### src/nnsa_pkg.sv
// Shared types and constants for the nearest-neighbour scaling address generator.
// No dependencies; every other file takes names from here by scope.
`default_nettype none

package nnsa_pkg;

   localparam int DIM_W     = 11;            // pixel coordinate and size width
   localparam int PB_W      = 3;             // bytes-per-pixel width
   localparam int LIN_W     = 2 * DIM_W;     // linear pixel index and scaled product
   localparam int OFS_W     = 24;            // byte offset width
   localparam int DIV_STEPS = DIM_W;         // one quotient bit per divider stage
   localparam int NSTG      = DIV_STEPS + 3; // front, divider, combine, output
   localparam int STG_DIV0  = 1;
   localparam int STG_BACK  = DIV_STEPS + 1;

   localparam int CSR_IDX_W = 3;

   localparam logic [CSR_IDX_W-1:0] CSR_SOURCE_WIDTH  = 3'd0;
   localparam logic [CSR_IDX_W-1:0] CSR_SOURCE_HEIGHT = 3'd1;
   localparam logic [CSR_IDX_W-1:0] CSR_TARGET_WIDTH  = 3'd2;
   localparam logic [CSR_IDX_W-1:0] CSR_TARGET_HEIGHT = 3'd3;
   localparam logic [CSR_IDX_W-1:0] CSR_PIXEL_BYTES   = 3'd4;

   localparam logic [PB_W-1:0] PB_MAX = 3'd4;

   typedef struct packed {
      logic [DIM_W-1:0] source_width;
      logic [DIM_W-1:0] source_height;
      logic [DIM_W-1:0] target_width;
      logic [DIM_W-1:0] target_height;
      logic [PB_W-1:0]  pixel_bytes;
   } cfg_type;

   localparam cfg_type CFG_RESET = '{
      source_width:  11'd1,
      source_height: 11'd1,
      target_width:  11'd0,
      target_height: 11'd0,
      pixel_bytes:   3'd2
   };

   // Per-request data carried alongside the divider
   typedef struct packed {
      logic [DIM_W-1:0] out_x;
      logic [DIM_W-1:0] out_y;
      logic             ok;
      logic             scaling;
      logic [LIN_W-1:0] dst_lin;
   } side_type;

   typedef struct packed {
      side_type         side;
      logic [LIN_W-1:0] prod_x;
      logic [LIN_W-1:0] prod_y;
   } front_type;

endpackage

`default_nettype wire

### src/nnsa_front.sv
// First pipeline stage: range checks, scaling products and target linear index.
// Depends on nnsa_pkg.
`default_nettype none

module nnsa_front (
   input  wire logic                    clock,
   input  wire logic                    en,
   input  wire nnsa_pkg::cfg_type       cfg,
   input  wire logic [nnsa_pkg::DIM_W-1:0] out_x,
   input  wire logic [nnsa_pkg::DIM_W-1:0] out_y,
   output nnsa_pkg::front_type          front_out
);

   nnsa_pkg::front_type front_ff, front_in;
   logic [nnsa_pkg::DIM_W-1:0] frame_w, frame_h;
   logic                       scaling, ok;

   always_comb begin
      scaling = (cfg.target_width != '0) && (cfg.target_height != '0);
      frame_w = scaling ? cfg.target_width  : cfg.source_width;
      frame_h = scaling ? cfg.target_height : cfg.source_height;
      ok = (cfg.source_width != '0) && (cfg.source_height != '0)
           && (cfg.pixel_bytes != '0) && (cfg.pixel_bytes <= nnsa_pkg::PB_MAX)
           && (out_x < frame_w) && (out_y < frame_h);

      front_in.side.out_x   = out_x;
      front_in.side.out_y   = out_y;
      front_in.side.ok      = ok;
      front_in.side.scaling = scaling;
      front_in.side.dst_lin = nnsa_pkg::LIN_W'(out_y) * nnsa_pkg::LIN_W'(frame_w)
                              + nnsa_pkg::LIN_W'(out_x);
      front_in.prod_x = nnsa_pkg::LIN_W'(out_x) * nnsa_pkg::LIN_W'(cfg.source_width);
      front_in.prod_y = nnsa_pkg::LIN_W'(out_y) * nnsa_pkg::LIN_W'(cfg.source_height);
   end

   always_ff @(posedge clock) begin
      if (en) begin
         front_ff <= front_in;
      end
   end

   assign front_out = front_ff;

endmodule

`default_nettype wire

### src/nnsa_div.sv
// Pipelined restoring divider for both axes, one quotient bit per stage.
// Depends on nnsa_pkg.
`default_nettype none

module nnsa_div (
   input  wire logic                              clock,
   input  wire logic [nnsa_pkg::DIV_STEPS-1:0]    en,
   input  wire nnsa_pkg::front_type               front_in,
   input  wire logic [nnsa_pkg::DIM_W-1:0]        div_x,
   input  wire logic [nnsa_pkg::DIM_W-1:0]        div_y,
   output nnsa_pkg::side_type                     side_out,
   output logic [nnsa_pkg::DIM_W-1:0]             quot_x,
   output logic [nnsa_pkg::DIM_W-1:0]             quot_y
);

   localparam int W = nnsa_pkg::DIM_W;
   localparam int S = nnsa_pkg::DIV_STEPS;

   logic [W-1:0] rx_ff [S];
   logic [W-1:0] nx_ff [S];
   logic [W-1:0] qx_ff [S];
   logic [W-1:0] ry_ff [S];
   logic [W-1:0] ny_ff [S];
   logic [W-1:0] qy_ff [S];
   nnsa_pkg::side_type side_ff [S];

   for (genvar k = 0; k < S; k++) begin : g_step
      logic [W-1:0] rx_p, nx_p, qx_p, ry_p, ny_p, qy_p;
      logic [W-1:0] rx_in, nx_in, qx_in, ry_in, ny_in, qy_in;
      logic [W:0]   tx, ty, dx, dy;
      logic         gex, gey;
      nnsa_pkg::side_type side_p;

      // The dividend's upper half is below the divisor for any in-frame request,
      // so the remainder always fits the divisor width.
      if (k == 0) begin : g_first
         assign rx_p   = front_in.prod_x[2*W-1:W];
         assign nx_p   = front_in.prod_x[W-1:0];
         assign qx_p   = '0;
         assign ry_p   = front_in.prod_y[2*W-1:W];
         assign ny_p   = front_in.prod_y[W-1:0];
         assign qy_p   = '0;
         assign side_p = front_in.side;
      end else begin : g_next
         assign rx_p   = rx_ff[k-1];
         assign nx_p   = nx_ff[k-1];
         assign qx_p   = qx_ff[k-1];
         assign ry_p   = ry_ff[k-1];
         assign ny_p   = ny_ff[k-1];
         assign qy_p   = qy_ff[k-1];
         assign side_p = side_ff[k-1];
      end

      always_comb begin
         tx  = {rx_p, nx_p[W-1]};
         ty  = {ry_p, ny_p[W-1]};
         dx  = tx - {1'b0, div_x};
         dy  = ty - {1'b0, div_y};
         gex = tx >= {1'b0, div_x};
         gey = ty >= {1'b0, div_y};
         rx_in = gex ? dx[W-1:0] : tx[W-1:0];
         ry_in = gey ? dy[W-1:0] : ty[W-1:0];
         nx_in = {nx_p[W-2:0], 1'b0};
         ny_in = {ny_p[W-2:0], 1'b0};
         qx_in = {qx_p[W-2:0], gex};
         qy_in = {qy_p[W-2:0], gey};
      end

      always_ff @(posedge clock) begin
         if (en[k]) begin
            rx_ff[k]   <= rx_in;
            nx_ff[k]   <= nx_in;
            qx_ff[k]   <= qx_in;
            ry_ff[k]   <= ry_in;
            ny_ff[k]   <= ny_in;
            qy_ff[k]   <= qy_in;
            side_ff[k] <= side_p;
         end
      end
   end

   assign side_out = side_ff[S-1];
   assign quot_x   = qx_ff[S-1];
   assign quot_y   = qy_ff[S-1];

endmodule

`default_nettype wire

### src/nnsa_back.sv
// Last two stages: source coordinate select, linear indices to byte offsets.
// Depends on nnsa_pkg.
`default_nettype none

module nnsa_back (
   input  wire logic                        clock,
   input  wire logic [1:0]                  en,
   input  wire nnsa_pkg::cfg_type           cfg,
   input  wire nnsa_pkg::side_type          side_in,
   input  wire logic [nnsa_pkg::DIM_W-1:0]  quot_x,
   input  wire logic [nnsa_pkg::DIM_W-1:0]  quot_y,
   output logic [nnsa_pkg::DIM_W-1:0]       src_x,
   output logic [nnsa_pkg::DIM_W-1:0]       src_y,
   output logic [nnsa_pkg::OFS_W-1:0]       src_offset,
   output logic [nnsa_pkg::OFS_W-1:0]       dst_offset,
   output logic                             coord_valid
);

   localparam int W  = nnsa_pkg::DIM_W;
   localparam int LW = nnsa_pkg::LIN_W;
   localparam int OW = nnsa_pkg::OFS_W;

   // combine stage
   logic [W-1:0]  sx_in, sy_in, sx_ff, sy_ff;
   logic [LW-1:0] src_lin_in, src_lin_ff;
   logic [OW-1:0] dst_ofs_in, dst_ofs_ff;
   logic          ok_ff;

   // output stage
   logic [W-1:0]  src_x_ff, src_y_ff;
   logic [OW-1:0] src_ofs_ff, dst_ofs_out_ff, src_ofs_in;
   logic          valid_ff;

   always_comb begin
      sx_in      = side_in.scaling ? quot_x : side_in.out_x;
      sy_in      = side_in.scaling ? quot_y : side_in.out_y;
      src_lin_in = LW'(sy_in) * LW'(cfg.source_width) + LW'(sx_in);
      dst_ofs_in = OW'(side_in.dst_lin) * OW'(cfg.pixel_bytes);
      src_ofs_in = OW'(src_lin_ff) * OW'(cfg.pixel_bytes);
   end

   always_ff @(posedge clock) begin
      if (en[0]) begin
         sx_ff      <= sx_in;
         sy_ff      <= sy_in;
         src_lin_ff <= src_lin_in;
         dst_ofs_ff <= dst_ofs_in;
         ok_ff      <= side_in.ok;
      end
      if (en[1]) begin
         // out-of-frame requests report all zeros
         src_x_ff       <= ok_ff ? sx_ff      : '0;
         src_y_ff       <= ok_ff ? sy_ff      : '0;
         src_ofs_ff     <= ok_ff ? src_ofs_in : '0;
         dst_ofs_out_ff <= ok_ff ? dst_ofs_ff : '0;
         valid_ff       <= ok_ff;
      end
   end

   assign src_x       = src_x_ff;
   assign src_y       = src_y_ff;
   assign src_offset  = src_ofs_ff;
   assign dst_offset  = dst_ofs_out_ff;
   assign coord_valid = valid_ff;

endmodule

`default_nettype wire

### src/nearest_neighbor_scale_address_top.sv
// Path: an accepted request passes the front, divider, combine and output registers to the rsp_ port.
// Throughput: one request per cycle while rsp_stall is low; the 11-stage divider (one quotient bit per stage)
// sets the depth. Each stage holds its own valid bit, so bubbles close up under stall.
// Reset: valid bits clear and the configuration registers take their reset values;
// datapath registers are not reset.
// Top level; depends on nnsa_pkg, nnsa_front, nnsa_div and nnsa_back.
`default_nettype none

module nearest_neighbor_scale_address_top (
   input  wire logic                              clock,
   input  wire logic                              reset,
   input  wire logic                              csr_wr_en,
   input  wire logic [nnsa_pkg::CSR_IDX_W-1:0]    csr_index,
   input  wire logic [nnsa_pkg::DIM_W-1:0]        csr_wdata,
   input  wire logic                              req_valid,
   output logic                                   req_stall,
   input  wire logic [nnsa_pkg::DIM_W-1:0]        req_out_x,
   input  wire logic [nnsa_pkg::DIM_W-1:0]        req_out_y,
   output logic                                   rsp_valid,
   input  wire logic                              rsp_stall,
   output logic [nnsa_pkg::DIM_W-1:0]             rsp_src_x,
   output logic [nnsa_pkg::DIM_W-1:0]             rsp_src_y,
   output logic [nnsa_pkg::OFS_W-1:0]             rsp_src_offset,
   output logic [nnsa_pkg::OFS_W-1:0]             rsp_dst_offset,
   output logic                                   rsp_coord_valid
);

   localparam int N = nnsa_pkg::NSTG;

   nnsa_pkg::cfg_type   cfg_ff;
   nnsa_pkg::front_type front_q;
   nnsa_pkg::side_type  side_q;
   logic [nnsa_pkg::DIM_W-1:0] quot_x, quot_y;

   logic [N-1:0] vld_ff, vld_in, ready;

   // configuration registers
   always_ff @(posedge clock) begin
      if (reset) begin
         cfg_ff <= nnsa_pkg::CFG_RESET;
      end else if (csr_wr_en) begin
         case (csr_index)
            nnsa_pkg::CSR_SOURCE_WIDTH:  cfg_ff.source_width  <= csr_wdata;
            nnsa_pkg::CSR_SOURCE_HEIGHT: cfg_ff.source_height <= csr_wdata;
            nnsa_pkg::CSR_TARGET_WIDTH:  cfg_ff.target_width  <= csr_wdata;
            nnsa_pkg::CSR_TARGET_HEIGHT: cfg_ff.target_height <= csr_wdata;
            nnsa_pkg::CSR_PIXEL_BYTES:
               cfg_ff.pixel_bytes <= csr_wdata[nnsa_pkg::PB_W-1:0];
            default: ;
         endcase
      end
   end

   // a stage loads when it is empty or its successor moves on
   always_comb begin
      ready[N-1] = !vld_ff[N-1] || !rsp_stall;
      for (int i = N - 2; i >= 0; i--) begin
         ready[i] = !vld_ff[i] || ready[i+1];
      end
      vld_in[0] = req_valid;
      for (int i = 1; i < N; i++) begin
         vld_in[i] = vld_ff[i-1];
      end
   end

   always_ff @(posedge clock) begin
      if (reset) begin
         vld_ff <= '0;
      end else begin
         for (int i = 0; i < N; i++) begin
            if (ready[i]) begin
               vld_ff[i] <= vld_in[i];
            end
         end
      end
   end

   assign req_stall = !ready[0];
   assign rsp_valid = vld_ff[N-1];

   nnsa_front u_front (
      .clock     (clock),
      .en        (ready[0]),
      .cfg       (cfg_ff),
      .out_x     (req_out_x),
      .out_y     (req_out_y),
      .front_out (front_q)
   );

   nnsa_div u_div (
      .clock    (clock),
      .en       (ready[nnsa_pkg::STG_BACK-1:nnsa_pkg::STG_DIV0]),
      .front_in (front_q),
      .div_x    (cfg_ff.target_width),
      .div_y    (cfg_ff.target_height),
      .side_out (side_q),
      .quot_x   (quot_x),
      .quot_y   (quot_y)
   );

   nnsa_back u_back (
      .clock       (clock),
      .en          (ready[N-1:nnsa_pkg::STG_BACK]),
      .cfg         (cfg_ff),
      .side_in     (side_q),
      .quot_x      (quot_x),
      .quot_y      (quot_y),
      .src_x       (rsp_src_x),
      .src_y       (rsp_src_y),
      .src_offset  (rsp_src_offset),
      .dst_offset  (rsp_dst_offset),
      .coord_valid (rsp_coord_valid)
   );

endmodule

`default_nettype wire

### config.mk
export PLATFORM = sky130hd
export DESIGN_NAME = nearest_neighbor_scale_address_top
export DESIGN_NICKNAME = d
export VERILOG_FILES = /design/src/nnsa_pkg.sv /design/src/nnsa_front.sv /design/src/nnsa_div.sv /design/src/nnsa_back.sv /design/src/nearest_neighbor_scale_address_top.sv
export SDC_FILE = /design/constraint.sdc
export NUM_CORES = 2
export LEC_CHECK = 0
export BUFFER_PORTS_ARGS = -buffer_cell sky130_fd_sc_hd__buf_2
export CAP_MARGIN = 15
export CORE_MARGIN = 3
export CORE_UTILIZATION = 45
export DETAILED_ROUTE_END_ITERATION = 8
export GPL_TIMING_DRIVEN = 0
export PLACE_DENSITY_LB_ADDON = 0.05
export SLEW_MARGIN = 20
export SYNTH_ARGS = -nofsm -noshare
export SYNTH_HDL_FRONTEND = slang
export SYNTH_SLANG_ARGS = --single-unit
### constraint.sdc
create_clock -name clock -period 16.9 [get_ports clock]
set_clock_uncertainty 0.15 [all_clocks]
set_input_delay 0 -clock clock [delete_from_list [all_inputs] [get_ports clock]]
set_output_delay 0 -clock clock [all_outputs]
set_load 0.05 [all_outputs]
==> flow_metrics.env <==
export IMPL_min_delay_path_class="in2reg"
export IMPL_global_route_usage_total_pct=20.0
export IMPL_fin_crit_sh_pct=46.6
export IMPL_fin_area_um2=81600
export IMPL_placement_rows=146
export IMPL_drive_above_1_share_pct=8.51
export IMPL_detail_route_drc_violations=0
export IMPL_cp_end_kind="register"
export IMPL_tritoncts="built"
export IMPL_final_max_slew_violation_count=0
export IMPL_achievable_frequency_ghz=0.127
export IMPL_total_area_of_multi_input_combinational_cells_um2=31800
export IMPL_final_core_util_pct=51.3
export IMPL_timing_final_hold_violations=0
export IMPL_grt_pass1_vias=45237
export IMPL_timing_critical_path_from_type="register"
export IMPL_layout_nets=7303
export IMPL_asyncSetResetFlopFracSynth_pct=0
export IMPL_floorplan_die_area_um2=166000
export IMPL_wl_per_cell_um=18.7
export IMPL_synth_edf_count=1198
export IMPL_place_detailed_hpwl_um=120000
export IMPL_synth_top_flop_cell="edfxtp_1"
export IMPL_critPathMaxFanout=14
export IMPL_netlist_top_cell_by_area="edfxtp_1"
export IMPL_number_of_synthesis_warnings=0
export IMPL_leakagePower_nw=35.0
export IMPL_post_synth_num_cell_types=69
export IMPL_mappedNetlistArea_um2=72300
export IMPL_kind_of_critical_path="reg2reg"
export IMPL_grt_setup_unrepaired="false"
export IMPL_seq_power_share_pct=42.5
export IMPL_grt_overflow=0
export IMPL_largest_net_degree_at_the_start_of_global_routing=62
export IMPL_slew_limit_headroom_pct=21.2
export IMPL_clk_latency_ps=780
export IMPL_synth_fp_nets=6928
export IMPL_antenna_violations_before_repair=12
export IMPL_cts_resized=0
export IMPL_fin_setup_tns_ps=0
export IMPL_min_delay_start="req_out_x[0]"
export IMPL_clkSlewWorstSetupHoldPaths_ps=60
export IMPL_die_h_um=407
export IMPL_timing_worst_slew_pin_value_ps=1180
export IMPL_dpl_cell_area_um2=76200
export IMPL_routed_via_count=43878
export IMPL_final_setup_worst_slack_ps=9020
export IMPL_cts_htree_levels=4
export IMPL_filler_cell_count=13869
export IMPL_wirelength_um=160000
export IMPL_syn_avg_cell_area_um2=12.2
export IMPL_netSwitchingFraction_pct=30.6
export IMPL_period_needed_ps=7880
export IMPL_fp_dieW_um=407
export IMPL_vdd_ir_drop_max_mv=0.119
export IMPL_worst_path_required_ps=17240
export IMPL_sequential_cell_area_um2=37200
export IMPL_post_cts_setup_buffers=0
export IMPL_synthesis_to_finish_area_growth_pct=12.9
export IMPL_sw_pwr_w=0.00341
export IMPL_cts_hold_repair_buffers=95
export IMPL_pre_antenna_drt_iters=5
export IMPL_core_area_um2=159000
export IMPL_gp_routability_congestion=0.868
export IMPL_clock_root_buffer="clkbuf_16"
export IMPL_power_density_cell_area_nw_per_um2=136
export IMPL_syn_inst_count=5935
export IMPL_drt_first_iter_violations=2505
export IMPL_worst_r2r_startpoint="cfg_ff[3]"
export IMPL_synth_seq_area_share_pct=51.4
export IMPL_synth_seq_cells=1259
export IMPL_viasPerCell=5.12
export IMPL_floorplan_initialDensity_pct=45.5
export IMPL_setup_viol=0
export IMPL_worstPathArrival_ps=8220
export IMPL_p_int_w=0.00772
export IMPL_tritoncts_num_sinks=1259
export IMPL_port_buffer_count=112
export IMPL_share_clk_of_total_power_pct=26.5
export IMPL_pwr_share_comb_pct=31.0
export IMPL_synth_top_cells_by_area="edfxtp_1 (50%), fa_1 (11%), ha_1 (9.5%)"
export IMPL_outcome="complete, no violations"
export IMPL_clockBufferDepth=3
export IMPL_floorplan_io_pins=114
export IMPL_detailedPlace_worstSlack_ps=8930
export IMPL_crit_start="cfg_ff[3]"
export IMPL_yosysTopAreaCellShare_pct=49.7
export IMPL_grt_pass1_wl_um=255000
export IMPL_drtAntennaViolNets=0
export IMPL_cap_violations=0
export IMPL_cts_inserted_buffers=140
[state kept, by name (all words and copies together), names as in the netlist, 14 cells and up]
register           cells
u_div.side_ff        506
u_div.rx_ff          110
u_div.ry_ff          110
u_front.front_out     90
u_div.qx_ff           66
u_div.qy_ff           66
u_div.nx_ff           55
u_div.ny_ff           55
cfg_ff                47
u_back.dst_offset     24
u_back.dst_ofs_ff     24
u_back.src_offset     24
u_back.src_lin_ff     22
vld_ff                14
[cell usage after synthesis (21+ instances only)]
| master | n |
|---|---|
| o31ai_1 | 21 |
| nand2_1 | 692 |
| nand4_1 | 68 |
| o21ai_0 | 136 |
| a21boi_0 | 37 |
| nand3_1 | 84 |
| nor2_1 | 219 |
| a21oi_1 | 206 |
| nand2b_1 | 58 |
| a21o_1 | 98 |
| mux2i_1 | 57 |
| buf_2 | 28 |
| dfxtp_1 | 61 |
| and2_1 | 256 |
| o211ai_1 | 25 |
| xor2_1 | 79 |
| nor2b_1 | 114 |
| o21ai_1 | 37 |
| and3_1 | 57 |
| edfxtp_1 | 1198 |
| fa_1 | 404 |
| nor3_1 | 97 |
| inv_1 | 721 |
| xnor2_1 | 118 |
| mux2_2 | 150 |
| ha_1 | 548 |
| clkbuf_1 | 136 |
[placed cells by master (no fill, tap or decap), types with 82 or more instances in the layout]
cell / n
nor2b_1: 114
edfxtp_1: 1198
a21o_1: 98
ha_1: 548
nor2_1: 219
o21ai_0: 136
dlygate4sd3_1: 95
nor3_1: 97
and2_1: 256
nand3_1: 82
nand2_1: 687
mux2_2: 150
inv_1: 716
a21oi_1: 206
clkbuf_1: 163
buf_2: 140
xnor2_1: 118
fa_1: 404
clkbuf_16: 143
[final timing paths]
check,to,slack (ps),depth (start not counted)
max,u_front.front_out[65],9020,23
max reg2reg,u_front.front_out[65],9020,23
min reg2reg,u_div.side_ff[5][22],260,0
min,u_front.front_out[44],170,3
[metrics by stage]
step                instances  total power (W)  hold WS [ps]
global placement         8193          0.00817           118
detailed placement       8219          0.00822           149
CTS                      8565           0.0113           103
global route             8567           0.0119           155
floorplan                5935          0.00738         -51.1
finish                   8570           0.0111           165
[kinds of logic (layout without fill, tap and decap cells)]
kind of cell / count (synthesis) / after routing / synth area share [%]
and+or+nand+nor: 1711 / 1711 / 11.4
DFF: 1259 / 1259 / 51.4
adders and majority gates: 952 / 952 / 20.7
buffers and inverters: 891 / 1375 / 4.68
AOI/OAI and AO/OA: 717 / 717 / 6.29
muxes: 208 / 208 / 3.14
xor gates and xnor gates: 197 / 197 / 2.39
other: 0 / 5 / 0
[worst max-delay path, cell delays in order (launching register included)]
cell      delay, ps
dfxtp_1         620
nor4_1          370
nand2_1         140
o41ai_4         500
buf_2           330
a21o_1          210
clkbuf_1        510
nand2_1         160
fa_1            510
fa_1            530
inv_1            70
fa_1            440
fa_1            510
inv_1            50
fa_1            530
inv_1            40
ha_1            360
a21oi_1         270
nand2_1          80
nor3_1          400
o311ai_0        290
a31o_2          290
a21oi_1         170
xnor2_1          80
[power groups by stage]
stage	logic (W)	registers [W]	clock network (W)
finish	0.00345	0.00473	0.00294
global route	0.00394	0.00481	0.00318
CTS	0.00347	0.00474	0.00305
detailed placement	0.00342	0.00480	0
global placement	0.00338	0.00479	0
floorplan	0.00271	0.00468	0
[area by class of cell]
class | count | share of cell area, %
antenna | 5 | 0.0153
buffer | 169 | 0.826
clock buffer | 174 | 4.56
clock inverter | 77 | 0.915
inverter | 722 | 3.35
multi-input combinational | 3785 | 39.0
sequential | 1259 | 45.6
tap | 2146 | 3.29
timing repair buffer | 233 | 2.51
[routing by layer]
| layer | vias up | global-route usage [%] | wire (µm) |
|---|---|---|---|
| met5 | - | 0 | 0 |
| met2 | 849 | 32.3 | 73900 |
| met3 | 233 | 3.50 | 7500 |
| met4 | 0 | 6.10 | 4500 |
| li1 | 21336 | - | - |
| met1 | 21460 | 27.5 | 74100 |
No activity file was read; power rests on OpenSTA's default activity.
